==> src/hdl/hrgb_pkg.sv <==
// Shared widths, constants and types for the hue angle to RGB LED converter.
// No dependencies; every other file of the block imports this package.
package hrgb_pkg;

   localparam int HUE_W    = 16;
   localparam int LEVEL_W  = 8;
   localparam int WRAP_W   = 9;   // reduced hue 0..359
   localparam int REM_W    = 6;   // remainder 0..59
   localparam int PROD_W   = 14;  // brightness * (0..60) <= 15300

   localparam logic [WRAP_W-1:0] FULL_TURN      = 9'd360;
   localparam logic [REM_W-1:0]  SECTOR_DEGREES = 6'd60;

   // Bias that moves any signed 16-bit angle into a nonnegative 17-bit range
   // while keeping its value modulo 360 (92 full turns).
   localparam logic [HUE_W:0] HUE_BIAS = 17'd33120;

   // Reciprocal multipliers, exact floors over the value ranges used here.
   localparam int            RECIP_360_SHIFT = 24;
   localparam logic [15:0]   RECIP_360       = 16'd46604;
   localparam int            RECIP_60_SHIFT  = 20;
   localparam logic [14:0]   RECIP_60        = 15'd17477;

   typedef logic [LEVEL_W-1:0] level_type;
   typedef logic [WRAP_W-1:0]  wrap_type;
   typedef logic [REM_W-1:0]   rem_type;
   typedef logic [PROD_W-1:0]  prod_type;

   // 60-degree sectors of the color wheel
   typedef enum logic [2:0] {
      SECTOR_RED_YELLOW    = 3'd0,
      SECTOR_YELLOW_GREEN  = 3'd1,
      SECTOR_GREEN_CYAN    = 3'd2,
      SECTOR_CYAN_BLUE     = 3'd3,
      SECTOR_BLUE_MAGENTA  = 3'd4,
      SECTOR_MAGENTA_RED   = 3'd5
   } sector_type;

endpackage

==> src/hdl/hrgb_if.sv <==
// Valid/ready channel interfaces for hue requests and RGB level responses.
// Depends on hrgb_pkg for field widths.
interface hrgb_req_if import hrgb_pkg::*; ();
   logic                     valid;
   logic                     ready;
   logic signed [HUE_W-1:0]  hue_degrees;
   level_type                brightness;

   modport source (output valid, output hue_degrees, output brightness, input ready);
   modport sink   (input valid, input hue_degrees, input brightness, output ready);
endinterface

interface hrgb_rsp_if import hrgb_pkg::*; ();
   logic       valid;
   logic       ready;
   level_type  red_level;
   level_type  green_level;
   level_type  blue_level;

   modport source (output valid, output red_level, output green_level, output blue_level,
                   input ready);
   modport sink   (input valid, input red_level, input green_level, input blue_level,
                   output ready);
endinterface

==> src/hdl/hue_angle_to_rgb_led_core.sv <==
// Top level: full-saturation hue/brightness to RGB level converter.
// Depends on hrgb_pkg, hrgb_if and hrgb_hue_wrap.
//
//   channel   dir   handshake      payload
//   req       in    valid/ready    hue_degrees (s16), brightness (u8)
//   rsp       out   valid/ready    red_level, green_level, blue_level (u8)
//
// Six register stages: two for the modulo-360 reduction, then sector split,
// channel products, reciprocal multiply by 1/60, and the output register.
// One request per cycle while rsp is not stalled; each stage holds under stall and
// takes a new request as soon as the stage after it moves, so bubbles close up.
// Synchronous reset clears the valid bits only.
module hue_angle_to_rgb_led_core import hrgb_pkg::*; (
   input  logic        clock,
   input  logic        reset,
   hrgb_req_if.sink    req,
   hrgb_rsp_if.source  rsp
);

   logic        w_valid;
   logic        w_ready;
   wrap_type    w_hue;
   level_type   w_bright;

   logic        c_valid_ff;
   sector_type  c_sector_ff;
   rem_type     c_rem_ff;
   level_type   c_bright_ff;

   logic        d_valid_ff;
   sector_type  d_sector_ff;
   prod_type    d_rise_ff;
   prod_type    d_fall_ff;
   level_type   d_bright_ff;

   logic        e_valid_ff;
   sector_type  e_sector_ff;
   logic [28:0] e_rise_ff;
   logic [28:0] e_fall_ff;
   level_type   e_bright_ff;

   logic        f_valid_ff;
   level_type   f_red_ff;
   level_type   f_green_ff;
   level_type   f_blue_ff;

   logic        c_ready;
   logic        d_ready;
   logic        e_ready;
   logic        f_ready;

   sector_type  c_sector_in;
   wrap_type    c_offset;
   wrap_type    c_rem_full;
   rem_type     d_comp;
   level_type   rise;
   level_type   fall;
   level_type   f_red_in;
   level_type   f_green_in;
   level_type   f_blue_in;

   hrgb_hue_wrap u_wrap (
      .clock          (clock),
      .reset          (reset),
      .in_valid       (req.valid),
      .in_ready       (req.ready),
      .in_hue         (req.hue_degrees),
      .in_brightness  (req.brightness),
      .out_valid      (w_valid),
      .out_ready      (w_ready),
      .out_hue        (w_hue),
      .out_brightness (w_bright)
   );

   assign f_ready = !f_valid_ff || rsp.ready;
   assign e_ready = !e_valid_ff || f_ready;
   assign d_ready = !d_valid_ff || e_ready;
   assign c_ready = !c_valid_ff || d_ready;
   assign w_ready = c_ready;

   // Sector by threshold compare; highest threshold wins.
   always_comb begin
      priority if (w_hue >= 9'd300) begin
         c_sector_in = SECTOR_MAGENTA_RED;
         c_offset    = 9'd300;
      end else if (w_hue >= 9'd240) begin
         c_sector_in = SECTOR_BLUE_MAGENTA;
         c_offset    = 9'd240;
      end else if (w_hue >= 9'd180) begin
         c_sector_in = SECTOR_CYAN_BLUE;
         c_offset    = 9'd180;
      end else if (w_hue >= 9'd120) begin
         c_sector_in = SECTOR_GREEN_CYAN;
         c_offset    = 9'd120;
      end else if (w_hue >= 9'd60) begin
         c_sector_in = SECTOR_YELLOW_GREEN;
         c_offset    = 9'd60;
      end else begin
         c_sector_in = SECTOR_RED_YELLOW;
         c_offset    = 9'd0;
      end
   end

   assign c_rem_full = w_hue - c_offset;
   assign d_comp     = SECTOR_DEGREES - c_rem_ff;

   assign rise = e_rise_ff[RECIP_60_SHIFT+7:RECIP_60_SHIFT];
   assign fall = e_fall_ff[RECIP_60_SHIFT+7:RECIP_60_SHIFT];

   always_comb begin
      unique case (e_sector_ff)
         SECTOR_RED_YELLOW: begin
            f_red_in = e_bright_ff; f_green_in = rise; f_blue_in = '0;
         end
         SECTOR_YELLOW_GREEN: begin
            f_red_in = fall; f_green_in = e_bright_ff; f_blue_in = '0;
         end
         SECTOR_GREEN_CYAN: begin
            f_red_in = '0; f_green_in = e_bright_ff; f_blue_in = rise;
         end
         SECTOR_CYAN_BLUE: begin
            f_red_in = '0; f_green_in = fall; f_blue_in = e_bright_ff;
         end
         SECTOR_BLUE_MAGENTA: begin
            f_red_in = rise; f_green_in = '0; f_blue_in = e_bright_ff;
         end
         default: begin
            f_red_in = e_bright_ff; f_green_in = '0; f_blue_in = fall;
         end
      endcase
   end

   always_ff @(posedge clock) begin
      if (reset) begin
         c_valid_ff <= 1'b0;
         d_valid_ff <= 1'b0;
         e_valid_ff <= 1'b0;
         f_valid_ff <= 1'b0;
      end else begin
         if (c_ready) c_valid_ff <= w_valid;
         if (d_ready) d_valid_ff <= c_valid_ff;
         if (e_ready) e_valid_ff <= d_valid_ff;
         if (f_ready) f_valid_ff <= e_valid_ff;
      end
   end

   always_ff @(posedge clock) begin
      if (c_ready) begin
         c_sector_ff <= c_sector_in;
         c_rem_ff    <= c_rem_full[REM_W-1:0];
         c_bright_ff <= w_bright;
      end
      if (d_ready) begin
         d_sector_ff <= c_sector_ff;
         d_rise_ff   <= {6'd0, c_bright_ff} * {8'd0, c_rem_ff};
         d_fall_ff   <= {6'd0, c_bright_ff} * {8'd0, d_comp};
         d_bright_ff <= c_bright_ff;
      end
      if (e_ready) begin
         e_sector_ff <= d_sector_ff;
         e_rise_ff   <= {15'd0, d_rise_ff} * {14'd0, RECIP_60};
         e_fall_ff   <= {15'd0, d_fall_ff} * {14'd0, RECIP_60};
         e_bright_ff <= d_bright_ff;
      end
      if (f_ready) begin
         f_red_ff   <= f_red_in;
         f_green_ff <= f_green_in;
         f_blue_ff  <= f_blue_in;
      end
   end

   assign rsp.valid       = f_valid_ff;
   assign rsp.red_level   = f_red_ff;
   assign rsp.green_level = f_green_ff;
   assign rsp.blue_level  = f_blue_ff;

endmodule

==> src/hdl/hrgb_hue_wrap.sv <==
// Two-stage pipeline that reduces a signed hue angle to 0..359.
// Depends on hrgb_pkg; brightness rides along with the angle.
module hrgb_hue_wrap import hrgb_pkg::*; (
   input  logic                    clock,
   input  logic                    reset,
   input  logic                    in_valid,
   output logic                    in_ready,
   input  logic signed [HUE_W-1:0] in_hue,
   input  level_type               in_brightness,
   output logic                    out_valid,
   input  logic                    out_ready,
   output wrap_type                out_hue,
   output level_type               out_brightness
);

   logic              a_valid_ff;
   logic [HUE_W:0]    a_biased_ff;
   logic [31:0]       a_prod_ff;
   level_type         a_bright_ff;
   logic              b_valid_ff;
   wrap_type          b_hue_ff;
   level_type         b_bright_ff;

   logic              a_ready;
   logic              b_ready;
   logic [HUE_W:0]    biased_in;
   logic [7:0]        quot;
   logic [16:0]       turns;
   logic [HUE_W:0]    wrapped;
   wrap_type          b_hue_in;

   assign b_ready  = !b_valid_ff || out_ready;
   assign a_ready  = !a_valid_ff || b_ready;
   assign in_ready = a_ready;

   // Shift into the nonnegative range without changing the angle mod 360.
   assign biased_in = {in_hue[HUE_W-1], in_hue} + HUE_BIAS;

   assign quot     = a_prod_ff[RECIP_360_SHIFT+7:RECIP_360_SHIFT];
   assign turns    = {9'd0, quot} * {8'd0, FULL_TURN};
   assign wrapped  = a_biased_ff - turns;
   assign b_hue_in = wrapped[WRAP_W-1:0];

   always_ff @(posedge clock) begin
      if (reset) begin
         a_valid_ff <= 1'b0;
         b_valid_ff <= 1'b0;
      end else begin
         if (a_ready) begin
            a_valid_ff <= in_valid;
         end
         if (b_ready) begin
            b_valid_ff <= a_valid_ff;
         end
      end
   end

   always_ff @(posedge clock) begin
      if (a_ready) begin
         a_biased_ff <= biased_in;
         a_prod_ff   <= {15'd0, biased_in} * {16'd0, RECIP_360};
         a_bright_ff <= in_brightness;
      end
      if (b_ready) begin
         b_hue_ff    <= b_hue_in;
         b_bright_ff <= a_bright_ff;
      end
   end

   assign out_valid      = b_valid_ff;
   assign out_hue        = b_hue_ff;
   assign out_brightness = b_bright_ff;

endmodule
==> src/flat_wrapper.sv <==
// flat-port wrapper written by rule: the top's interface ports become plain ports
module hue_angle_to_rgb_led_core_flat import hrgb_pkg::*;
  (clock, reset, req_valid, req_hue_degrees, req_brightness, req_ready, rsp_valid, rsp_red_level, rsp_green_level, rsp_blue_level, rsp_ready);
  hrgb_req_if req_i ();
  hrgb_rsp_if rsp_i ();
  input  logic clock;
  input  logic reset;
  input wire logic [$bits(req_i.valid)-1:0] req_valid;
  input wire logic [$bits(req_i.hue_degrees)-1:0] req_hue_degrees;
  input wire logic [$bits(req_i.brightness)-1:0] req_brightness;
  output wire logic [$bits(req_i.ready)-1:0] req_ready;
  output wire logic [$bits(rsp_i.valid)-1:0] rsp_valid;
  output wire logic [$bits(rsp_i.red_level)-1:0] rsp_red_level;
  output wire logic [$bits(rsp_i.green_level)-1:0] rsp_green_level;
  output wire logic [$bits(rsp_i.blue_level)-1:0] rsp_blue_level;
  input wire logic [$bits(rsp_i.ready)-1:0] rsp_ready;
  assign req_i.valid = req_valid;
  assign req_i.hue_degrees = req_hue_degrees;
  assign req_i.brightness = req_brightness;
  assign req_ready = req_i.ready;
  assign rsp_valid = rsp_i.valid;
  assign rsp_red_level = rsp_i.red_level;
  assign rsp_green_level = rsp_i.green_level;
  assign rsp_blue_level = rsp_i.blue_level;
  assign rsp_i.ready = rsp_ready;
  hue_angle_to_rgb_led_core u_core (.clock(clock), .reset(reset), .req(req_i), .rsp(rsp_i));
endmodule
==> config.mk <==
export PLATFORM = sky130hd
export DESIGN_NAME = hue_angle_to_rgb_led_core_flat
export DESIGN_NICKNAME = d
export VERILOG_FILES = /design/src/hdl/hrgb_pkg.sv /design/src/hdl/hrgb_if.sv /design/src/hdl/hue_angle_to_rgb_led_core.sv /design/src/hdl/hrgb_hue_wrap.sv /design/src/flat_wrapper.sv
export SDC_FILE = /design/constraint.sdc
export NUM_CORES = 1
export LEC_CHECK = 0
export ABC_AREA = 1
export BUFFER_PORTS_ARGS = -buffer_cell sky130_fd_sc_hd__buf_2
export CORE_ASPECT_RATIO = 1.25
export CORE_MARGIN = 4
export CORE_UTILIZATION = 55
export DETAILED_ROUTE_END_ITERATION = 8
export PLACE_DENSITY = 0.77
export SETUP_SLACK_MARGIN = 0.1
export SYNTH_ARGS = -nofsm -noshare
export SYNTH_HDL_FRONTEND = slang
export SYNTH_SLANG_ARGS = --single-unit
==> constraint.sdc <==
create_clock -name clock -period 10.63 [get_ports clock]
set_input_delay 1.063 -clock clock [delete_from_list [all_inputs] [get_ports clock]]
set_output_delay 1.063 -clock clock [all_outputs]
set_load 0.005 [all_outputs]
### Yosys cells after proc, flatten, opt, wreduce, memory -nomap -nowiden

Cells that the tools add are included.

| operators by class | value |
|---|---|
| $add $sub $neg | 4 |
| multipliers | 6 |
| $lt $le $gt $ge | 5 |
| equality and inequality tests | 4 |
| multiplexer cells | 12 |
| reduce and logical (&&, ||, !) cells | 18 |

Operators with widths:

| operator | number |
|---|---|
| $pmux 8 s3 | 3 |
| $mul 14x15->28 const B | 2 |
| $mul 17x14->30 const B | 1 |
| $mux 6 | 5 |
| $mul 8x6->14 | 2 |
| $ge 9x8->1 const B | 2 |
| $add 17x16->17 const B | 1 |
| $reduce_or 2->1 | 5 |
| $ge 9x6->1 const B | 1 |
| $ge 9x7->1 const B | 1 |
| $ge 9x9->1 const B | 1 |
| $sub 9x9->9 | 1 |
| $mul 8x6->6 const B | 1 |
| $eq 3x2->1 const B | 2 |
| $logic_not 1->1 | 6 |
| $logic_or 1x1->1 | 6 |
| $mux 3 | 2 |
| $sub 6x6->6 | 1 |
| $sub 6x6->6 const A | 1 |
| $eq 3x1->1 const B | 1 |
| $eq 3x3->1 const B | 1 |
| $logic_not 3->1 | 1 |
| $mux 1 | 2 |

| word-level totals | value |
|---|---|
| register bits | 217 |
| input bits | 28 |
| output and inout bits | 26 |

### Logic depth before layout (Yosys ltp)

| logic depth | value |
|---|---|
| depth in word-level cells | 7 |
| mapped depth | 28 |
| mapped depth without buffers | 28 |

### Modules after synthesis

From an unflattened synthesis, not the netlist that was laid out.

| unflattened totals | value |
|---|---|
| cell total of the unflattened synthesis | 2216 |
| area total of the unflattened synthesis | 18367.6 sq um |

By module, submodules not included:

| module | instances | cells each | area an instance (sq um) | sequential area each (sq um) |
|---|---|---|---|---|
| hue_angle_to_rgb_led_core | 1 | 1542 | 12578.3 | 3263.1 |
| hrgb_hue_wrap | 1 | 674 | 5789.3 | 1241.2 |

### Worst setup path after synthesis

Ideal clock, no wire load.

| timing path | value |
|---|---|
| path type | in2reg |
| start point | input req_hue_degrees[5] |
| end point | register u_core.u_wrap.a_prod_ff[25], data pin |
| data arrival time | 5729 ps |
| setup slack | 4648 ps |
| cell stages on the path | 19 |
| cells stage by stage | inv_1 -> ha_1 -> xnor2_1 -> ha_1 -> fa_1 -> fa_1 -> fa_1 -> fa_1 -> inv_1 -> fa_1 -> inv_1 -> ha_1 -> nand2_1 -> nor2_1 -> nand2_1 -> nor2_1 -> o21ai_0 -> nand4_1 -> nand2_1 |

| between the ends | value |
|---|---|
| longest elaborated chain between the ends | 2 |

Ends and longest elaborated chain:

| what | RTL line | RTL |
|---|---|---|
| start, declared | flat_wrapper.sv:9 | `input wire logic [$bits(req_i.hue_degrees)-1:0] req_hue_degrees;` |
| $add 17x16->17 | hrgb_hue_wrap.sv:37 | `assign biased_in = {in_hue[HUE_W-1], in_hue} + HUE_BIAS;` |
| via u_core.u_wrap.biased_in[7] | hrgb_hue_wrap.sv:26 | `logic [HUE_W:0] biased_in;` |
| $mul 17x14->30 | hrgb_hue_wrap.sv:61 | `a_prod_ff <= {15'd0, biased_in} * {16'd0, RECIP_360};` |
| end signal, assigned | hrgb_hue_wrap.sv:61 |  |
| end, declared | hrgb_hue_wrap.sv:18 | `logic [31:0] a_prod_ff;` |

The timed path passes the listed nets, and every way through them passes these cells.
A chain may end at the register's enable or synchronous reset.

### Worst setup path in the final report

Ends and elaborated chain as after synthesis.

==> impl_results.md <==
- Status: complete, no violations
- Crit Path Class: primary input to flip-flop
- DRT iter0 DRCs: 920
- Relative slew slack: 0.337
- Cts repair resizes: 0
- Syn avg cell area: 8.23 sq um
- Initial antenna violation count: 0
- Vias per cell: 5.23
- Slowest CP cell: xnor2_1
- Vias: 14300
- Final Hold Viols: 0
- CP required: 10.84 ns
- Largest net degree at the start of global routing: 40
- Most frequent cells in the layout: nand2_1 (555), inv_1 (550), ha_1 (328), nor2_1 (149), edfxtp_1 (146)
- R2r startpoint: u_core.c_rem_ff[0]$_DFFE_PP_
- Die width: roughly 170 um
- ANT cells: 0
- Clk slew on worst S/H paths: roughly 0.070 ns
- Non-filler instance count after layout: 2736
- Number of synthesized register bits: 152
- Routability cong.: 0.977
- H-tree depth: 4
- Placed Cells: 2704
- Congestion Overflow GR: 0
- Post-CTS setup buffer count: 0
- Drt total wl: 40.0 mm
- Final setup viols: 0
- CP Max Fanout: 7
- R2R Path End: u_core.d_fall_ff[11]$_DFFE_PP_
- TritonCTS clock tree: done
- Top delay family on crit path: adder cells
- Cell count after synthesis: 2246
- Crit path from: req_hue_degrees[5]
- Routed Antenna Nets: 0
- Syn_nets: roughly 2700
- Die Area: 36600 sq um
- CP arrival: 6.39 ns
- Tmin final: 6.18 ns
- WP depth: 20
- R2R cell count: 20
- Fmax: 162 MHz
- TNS Setup: 0 ns
- Async SR Flop Fraction: 0
- Worst-path cell chain: buf_2, inv_1, ha_1, xnor2_1, ha_1, fa_1, fa_1, fa_1, fa_1, inv_1, fa_1, inv_1, ha_1, nand2_1, nor2_1, nand2_1, nor2_1, o21ai_0, nand4_1, nand2_1
- Post-Place Cell Area: 19200 sq um
- Worst path max stage delay: around 0.55 ns
- Worst Tran Pin Value: 0.992 ns
- CP endpoint kind: flip-flop
- Clock buffer depth: 2
- NumNets Final: 2805
- GRT Util Overall: 0.231
- Initial Util: 0.561
- Max-slew violations: 0
- Clock root cell: clkbuf_16
- CTS Sinks: between 150 and 200
- Setup crit start kind: primary input
- First-pass GRT wire length: between 60 and 70 mm
- Number of global-route vias before repair: 14700
- DRC viols: 0
- Period utilisation layout: 0.581
- WP buf/inv: 4
- Hold Path Cell Cnt: 0
- Most used cell, CP: fa_1
- Cts hold-fix bufs: 0
- TritonCTS Buffers: 17
- Critical hold path startpoint: u_core.d_sector_ff[0]$_DFFE_PP_
- DPL Wire Length: 34.3 mm
- Register area share after synthesis: 0.244
- Io pins: 54
- Ratio of cells with drive above 1 in the final layout: 0.0492
- Yosys cell types: 42
- Worst hold slack: 0.419 ns
- Cell area after layout: 19900 sq um
- Chip height: 213 um
- Post-Syn Area: between 15000 and 20000 sq um
- Post-synth EDFFs: approximately 150
- DR WL/cell: 14.6 um
- Core ar.: 33000 sq um
- Flop2flop setup slack: between 6 and 7 ns
- RSZ-0062 raised after global routing: false
- Row count: 74
- Pre-Repair DR Iteration Count: 5
- Worst Skew: 0.0103 ns
- Layout area overhead: 7.44%
- Hold crit path type: flip-flop to flip-flop
- Commonest non-fill, non-tap cell in the layout: nand2_1
- Max_cap viols: 0
- Most used flip-flop cell after synthesis: edfxtp_1
- IO buf count: 53
- Hold EP: u_core.e_sector_ff[0]$_DFFE_PP_
- Worst skew pair latency: between 0.4 and 0.5 ns
- Synth warn: 0
==> final cells by class <==
cell class	count	area (sq um)
Clock buffer	17	425
Sequential cell	152	4500
Timing Repair Buffer	56	288
Multi-Input combinational cell	1522	11800
Tap cell	418	523
Fill cell	2803	13100
Clock inverter	15	204
Inverter	556	2090
==> synth_stat cells (2+ instances only) <==
cell type    n  area share
buf_2        4      0.0011
inv_1      550        0.11
o21ai_2      2     0.00095
o211ai_1     8      0.0032
xor2_2       2      0.0018
nand3_1     78       0.021
ha_1       328        0.22
inv_2        4     0.00081
xor2_1      37       0.018
xnor2_1     16      0.0076
a31oi_1      6      0.0020
nor2_2       3      0.0010
clkinv_1     2     0.00041
nor3_1      17      0.0046
a21o_1       2     0.00081
clkbuf_1    11      0.0022
or2_2        4      0.0014
nand3b_1     4      0.0016
edfxtp_1   146        0.24
nand4_1     29      0.0098
o221ai_1    16      0.0076
a21oi_1     62       0.017
o21ai_0     31      0.0084
nand2_2      6      0.0020
nand2_1    555        0.11
o21bai_1    11      0.0045
nor2_1     149       0.030
fa_1       144        0.16
dfxtp_1      6      0.0065
==> metal layers <==
metal / vias up / share of wire / global-route usage
met3: 110 / 0.036 / 0.0274
met2: 345 / 0.53 / 0.432
met4: 0 / 0.039 / 0.0927
met5: - / 0 / 0
met1: 6702 / 0.39 / 0.266
li1: 7163 / - / -
==> cell families (layout without fill, tap and decap cells) <==
kind of cell	count (synthesis)	in the layout	share of synthesized area
and+or+nand+nor	851	851	0.188
buffers and inverters	572	644	0.116
adders and majority gates	472	472	0.378
DFF	152	152	0.244
AOI/OAI and AO/OA	144	144	0.0472
xor gates and xnor gates	55	55	0.0269
==> worst max-delay path by stage <==
stage / end / slack (ns)
2_1_floorplan: u_core.u_wrap.a_prod_ff[25]$_DFFE_PP_ / 4.65
3_3_place_gp: u_core.u_wrap.a_prod_ff[25]$_DFFE_PP_ / 4.14
3_5_place_dp: u_core.u_wrap.a_prod_ff[25]$_DFFE_PP_ / 4.00
4_1_cts: u_core.u_wrap.a_prod_ff[25]$_DFFE_PP_ / 4.47
5_1_grt: u_core.u_wrap.a_prod_ff[25]$_DFFE_PP_ / 4.09
6_report: u_core.u_wrap.a_prod_ff[25]$_DFFE_PP_ / 4.45
==> sequential cells by signal (all words and copies together) (netlist names), 3 cells and up <==
register	cells
u_core.rsp.red_level	8
u_core.u_wrap.a_prod_ff	6
u_core.e_fall_ff	8
u_core.c_rem_ff	6
u_core.u_wrap.a_bright_ff	8
u_core.u_wrap.out_brightness	8
u_core.e_bright_ff	8
u_core.d_rise_ff	13
u_core.rsp.green_level	8
u_core.c_sector_ff	3
u_core.c_bright_ff	8
u_core.e_sector_ff	3
u_core.e_rise_ff	8
u_core.rsp.blue_level	8
u_core.d_bright_ff	8
u_core.d_fall_ff	14
u_core.d_sector_ff	3
u_core.u_wrap.out_hue	9
u_core.u_wrap.a_biased_ff	9
==> through the flow <==
| stage | utilization | setup WS (ns) |
|---|---|---|
| 4_1_cts | 0.603 | 4.47 |
| 3_5_place_dp | 0.584 | 4.00 |
| 2_1_floorplan | - | 4.65 |
| 6_report | 0.603 | 4.45 |
| 5_1_grt | 0.603 | 4.09 |
| 3_3_place_gp | 0.584 | 4.14 |
Power is left out: the tool's default activity adds up to more than one toggle a clock period on the data nets, which glitch-free logic cannot reach.
